File: config.mk
export PLATFORM = sky130hd
export DESIGN_NAME = pba_ctrl
export DESIGN_NICKNAME = d
export VERILOG_FILES = /design/src/pba_pkg.sv /design/src/pba_ctrl.sv
export SDC_FILE = /design/constraint.sdc
export NUM_CORES = 1
export LEC_CHECK = 0
export BUFFER_PORTS_ARGS = -buffer_cell sky130_fd_sc_hd__buf_4
export CORE_MARGIN = 2
export CORE_UTILIZATION = 52
export DETAILED_ROUTE_END_ITERATION = 6
export GPL_TIMING_DRIVEN = 1
export PLACE_DENSITY = 0.85
export SYNTH_ARGS = -nofsm -noshare
export SYNTH_HDL_FRONTEND = slang
export SYNTH_SLANG_ARGS = --single-unit
File: constraint.sdc
create_clock -name clk -period 2.3 [get_ports clk]
set_input_delay 0.46 -clock clk [delete_from_list [all_inputs] [get_ports clk]]
set_output_delay 0.46 -clock clk [all_outputs]
set_load 0.02 [all_outputs]
File: src/pba_pkg.sv
// Shared types and field widths for the paged block allocator.
// Depends on nothing; every other file refers to it by scoped names.
package pba_pkg;

	localparam int ACTION_W = 1;
	localparam int SEQ_ID_W = 6;
	localparam int COUNT_W  = 7;
	localparam int TOTAL_W  = 13;

	typedef logic [ACTION_W-1:0] action_t;
	typedef logic [SEQ_ID_W-1:0] seq_id_t;
	typedef logic [COUNT_W-1:0]  count_t;
	typedef logic [TOTAL_W-1:0]  total_t;
	typedef logic [11:0]         block_t;
	typedef logic [7:0]          slot_t;
	typedef logic [8:0]          freed_t;
	typedef logic [12:0]         free_rem_t;

	localparam action_t ACT_ALLOC   = 1'b0;
	localparam action_t ACT_RELEASE = 1'b1;

	typedef enum logic [1:0] {
		ST_GRANT = 2'd0,
		ST_DONE  = 2'd1,
		ST_SHORT = 2'd2,
		ST_FULL  = 2'd3
	} status_t;

	typedef struct packed {
		logic    accept;
		logic    start;
		logic    pop;
		logic    grant;
		logic    emit;
		status_t code;
		logic    rel_read;
		logic    rel_push;
		logic    rel_finish;
	} cmd_t;

	typedef struct packed {
		logic is_rel;
		logic cnt_zero;
		logic short_pool;
		logic tab_full;
		logic rel_empty;
		logic rel_end;
		logic burst_end;
		logic out_free;
	} stat_t;

endpackage

File: src/pba_ctrl.sv
// Controller state machine of the paged block allocator.
// Depends on pba_pkg for the command and status structs.
module pba_ctrl (
	input  logic            clk,
	input  logic            arst_n,
	input  logic            in_valid,
	output logic            in_ready,
	input  pba_pkg::stat_t  stat,
	output pba_pkg::cmd_t   cmd
);

	typedef enum logic [6:0] {
		S_IDLE     = 7'b0000001,
		S_LOOKUP   = 7'b0000010,
		S_POP      = 7'b0000100,
		S_GRANT    = 7'b0001000,
		S_REL_RD   = 7'b0010000,
		S_REL_WR   = 7'b0100000,
		S_REL_DONE = 7'b1000000
	} state_t;

	state_t state_q;
	state_t state_d;

	always_comb begin
		state_d  = state_q;
		cmd      = '0;
		cmd.code = pba_pkg::ST_DONE;
		in_ready = 1'b0;
		case (state_q)
			S_IDLE: begin
				in_ready   = 1'b1;
				cmd.accept = in_valid;
				if (in_valid) begin
					state_d = S_LOOKUP;
				end
			end
			S_LOOKUP: begin
				if (stat.is_rel) begin
					if (!stat.rel_empty) begin
						cmd.start = 1'b1;
						state_d   = S_REL_RD;
					end else if (stat.out_free) begin
						cmd.emit = 1'b1;
						state_d  = S_IDLE;
					end
				end else if (stat.cnt_zero || stat.short_pool || stat.tab_full) begin
					if (stat.cnt_zero) begin
						cmd.code = pba_pkg::ST_DONE;
					end else if (stat.short_pool) begin
						cmd.code = pba_pkg::ST_SHORT;
					end else begin
						cmd.code = pba_pkg::ST_FULL;
					end
					if (stat.out_free) begin
						cmd.emit = 1'b1;
						state_d  = S_IDLE;
					end
				end else begin
					cmd.start = 1'b1;
					state_d   = S_POP;
				end
			end
			S_POP: begin
				cmd.pop = 1'b1;
				state_d = S_GRANT;
			end
			S_GRANT: begin
				if (stat.out_free) begin
					cmd.grant = 1'b1;
					state_d   = stat.burst_end ? S_IDLE : S_POP;
				end
			end
			S_REL_RD: begin
				cmd.rel_read = 1'b1;
				state_d      = S_REL_WR;
			end
			S_REL_WR: begin
				cmd.rel_push = 1'b1;
				state_d      = stat.rel_end ? S_REL_DONE : S_REL_RD;
			end
			S_REL_DONE: begin
				if (stat.out_free) begin
					cmd.rel_finish = 1'b1;
					state_d        = S_IDLE;
				end
			end
			default: begin
				state_d = S_IDLE;
			end
		endcase
	end

	always_ff @(posedge clk or negedge arst_n) begin
		if (!arst_n) begin
			state_q <= S_IDLE;
		end else begin
			state_q <= state_d;
		end
	end

endmodule

==> flow_metrics.env <==
export IMPL_p_leak_uw=0.0003674
export IMPL_setup_viol=0
export IMPL_fin_tns_setup_ps=0
export IMPL_vias=683
export IMPL_grt_pass1_vias=552
export IMPL_reg_largest_list="state_q x7"
export IMPL_place_hpwl_um=1198
export IMPL_hold_ws_ps=1.062
export IMPL_clkTransAtPathRegs_ps=60
export IMPL_hp_class="input pin to async pin"
export IMPL_maxCapViolCount=0
export IMPL_remaining_drc_errors=0
export IMPL_rows=13
export IMPL_peakVddDrop_uv=540.2
export IMPL_grt_util_all_layers_pct=22.85
export IMPL_fmax_mhz=458.0
export IMPL_io_pins=22
export IMPL_chipWidth_um=40.15
export IMPL_startpoint_type="register"
export IMPL_tritoncts="built"
export IMPL_antenna_found_initial=0
export IMPL_cts_sinks=7
export IMPL_maxSlewViolCount=0
export IMPL_rsz0062_at_grt="false"
export IMPL_fin_crit_ps=2183
export IMPL_pwr_share_seq_pct=31.9
export IMPL_fillers=103
export IMPL_syn2layout_area_growth_pct=21.73
export IMPL_largest_reg_flops=7
export IMPL_worstMarginPinSlew_ps=347.2
export IMPL_ys_ff_latch=7
export IMPL_totalPowerFinal_uw=691.9
export IMPL_final_cell_mix="21 x buf_4, 14 x nor2_1, 5 x inv_1, 5 x nor3_1, 5 x dfrtp_1"
export IMPL_ys_top_cells_by_area="dfrtp_1 22%, nor2_1 7.7%, buf_6 5.0%"
export IMPL_finalHoldViolCount=0
export IMPL_clockBufferDepth=2
export IMPL_cts_buffers=3
export IMPL_worstRegToRegCells=5
export IMPL_insertion_delay_ps=260
export IMPL_drt_total_wl_um=1569
export IMPL_largest_register="state_q"
export IMPL_yosysTopAreaCell="dfrtp_1"
export IMPL_die_area_um2=1612
export IMPL_yosysWarnings=0
export IMPL_die_h_um=40.15
export IMPL_worstSetupPathType="register to output port"
export IMPL_dr_pass1_iters=4
export IMPL_initial_core_util_pct=54.25
export IMPL_critPathRequiredTime_ps=1840
export IMPL_io_buffer_count=21
export IMPL_mostFrequentLayoutCell="buf_4"
export IMPL_synth_edf_count=0
export IMPL_grt_pass1_wl_um=2449
export IMPL_wl_per_cell_um=13.76
export IMPL_fp_coreArea_um2=1252
export IMPL_grt_max_degree=12
export IMPL_n_antenna_cell=0
export IMPL_status="complete, no violations"
export IMPL_yosysTopAreaCellShare_pct=22.10
export IMPL_switching_share_pct=44.74
export IMPL_internal_power_uw=382.3
export IMPL_stdcell_area_um2=827.0
export IMPL_p_clk_share_pct=17.0
export IMPL_vias_per_cell=5.991
export IMPL_endpoint_kind="output port"
export IMPL_slew_headroom_pct=76.86
export IMPL_nNetsFinal=111
export IMPL_synthesis_nets=92
export IMPL_p_sw_uw=309.6
export IMPL_cts_hold_buf=0
export IMPL_p_per_area_nw_per_um2=836.6
export IMPL_fin_crit_sh_pct=94.93
export IMPL_drt_iter0_drc=33
export IMPL_overflow=0
export IMPL_cts_setup_buffers=0
export IMPL_drive_gt1_share_pct=34.34
export IMPL_htreeDepth=1
export IMPL_place_gp_congestion=0.8499
export IMPL_async_flop_share_pct=100.0
export IMPL_ys_dominant_reg_cell="dfrtp_1"
export IMPL_worst_path_max_fanout=10
export IMPL_cts_root_buf="clkbuf_4"
export IMPL_syn_area_um2=679.4
export IMPL_synthCells=81
export IMPL_antenna_left=0
export IMPL_crit_arrival_ps=1720
export IMPL_yosysSeqAreaShare_pct=25.97
export IMPL_postSynthAreaPerCell_um2=8.388
export IMPL_clock_skew_ps=5.476
export IMPL_placed_cell_area_um2=799.5
export IMPL_yosysUniqueCellTypes=37
export IMPL_combPwrFrac_pct=51.1
-- path summary, 6_finish.rpt --
| check | start | endpoint | slack [ps] |
|---|---|---|---|
| worst max-delay path | state_q[2] | cmd[5] | 120 |
| worst min-delay path | arst_n | state_q[6] | 1 |
| worst max register to register | state_q[0] | state_q[0] | 820 |
| worst min register to register | state_q[5] | state_q[6] | 690 |
| max in group asynchronous | arst_n | state_q[0] | 2090 |
| min in group clk | stat[2] | state_q[4] | 390 |
-- synthesized netlist by cell type, types with 2 or more instances --
| master | n |
|---|---|
| and4b_1 | 2 |
| nand2_1 | 3 |
| buf_2 | 3 |
| nor3_1 | 5 |
| dfrtp_1 | 6 |
| a21oi_1 | 3 |
| buf_6 | 3 |
| nor3b_1 | 2 |
| o21ai_0 | 2 |
| a31oi_1 | 2 |
| inv_1 | 5 |
| mux2i_1 | 2 |
| nor2_1 | 14 |
| nor4_1 | 4 |
| nand2b_1 | 3 |
-- kinds of logic (layout without fill, tap and decap cells) --
family	after synthesis	after routing	synth area share, %
AO/OA/AOI/OAI	14	14	15.65
XOR/XNOR	1	1	1.289
AND/OR/NAND/NOR	45	45	43.09
multiplexers	2	2	2.947
buffers and inverters	12	30	11.05
flip-flops	7	7	25.97
-- per-stage QoR --
stage               setup slack, ps  cells  util, %
floorplan                     218.4     81        -
global placement              418.5    110    63.84
detailed placement            391.6    110    63.84
CTS                           88.00    114    65.93
global route                  1.748    114    66.03
finish                        116.5    114    66.03
-- power groups by stage --
stage | sequential, µW | clock (µW) | combinational, µW
floorplan | 161 | 0 | 333
global placement | 220 | 0 | 351
detailed placement | 222 | 0 | 353
CTS | 220 | 117 | 356
global route | 224 | 122 | 392
finish | 221 | 117 | 354
-- critical path: stages, from the launching register on --
cell and delay, ps:
dfrtp_1 480, nor2_1 260, nand4b_2 220, nor4_1 310, buf_4 190
-- routing by layer --
layer | GRT usage, % | wire length [µm] | vias to the layer above
met1 | 31.63 | 690 | 311
met5 | 0 | 0 | -
met2 | 34.68 | 743 | 35
met3 | 1.667 | 107 | 4
met4 | 12.93 | 27 | 0
li1 | - | - | 333
-- layout make-up --
type | instances | area (µm²) | share of cell area (%)
clock buffer | 4 | 26.28 | 3.177
inverter | 5 | 18.77 | 2.269
tap | 15 | 18.77 | 2.269
timing repair buffer | 21 | 157.7 | 19.06
sequential | 7 | 177.7 | 21.48
multi-input combinational | 62 | 427.9 | 51.74
-- what timing repair did --
action,in CTS,in global routing
gates resized for setup,0,1
endpoints found under the setup margin,0,1
hold endpoints to repair,0,0
No activity file was read; power rests on OpenSTA's default activity.
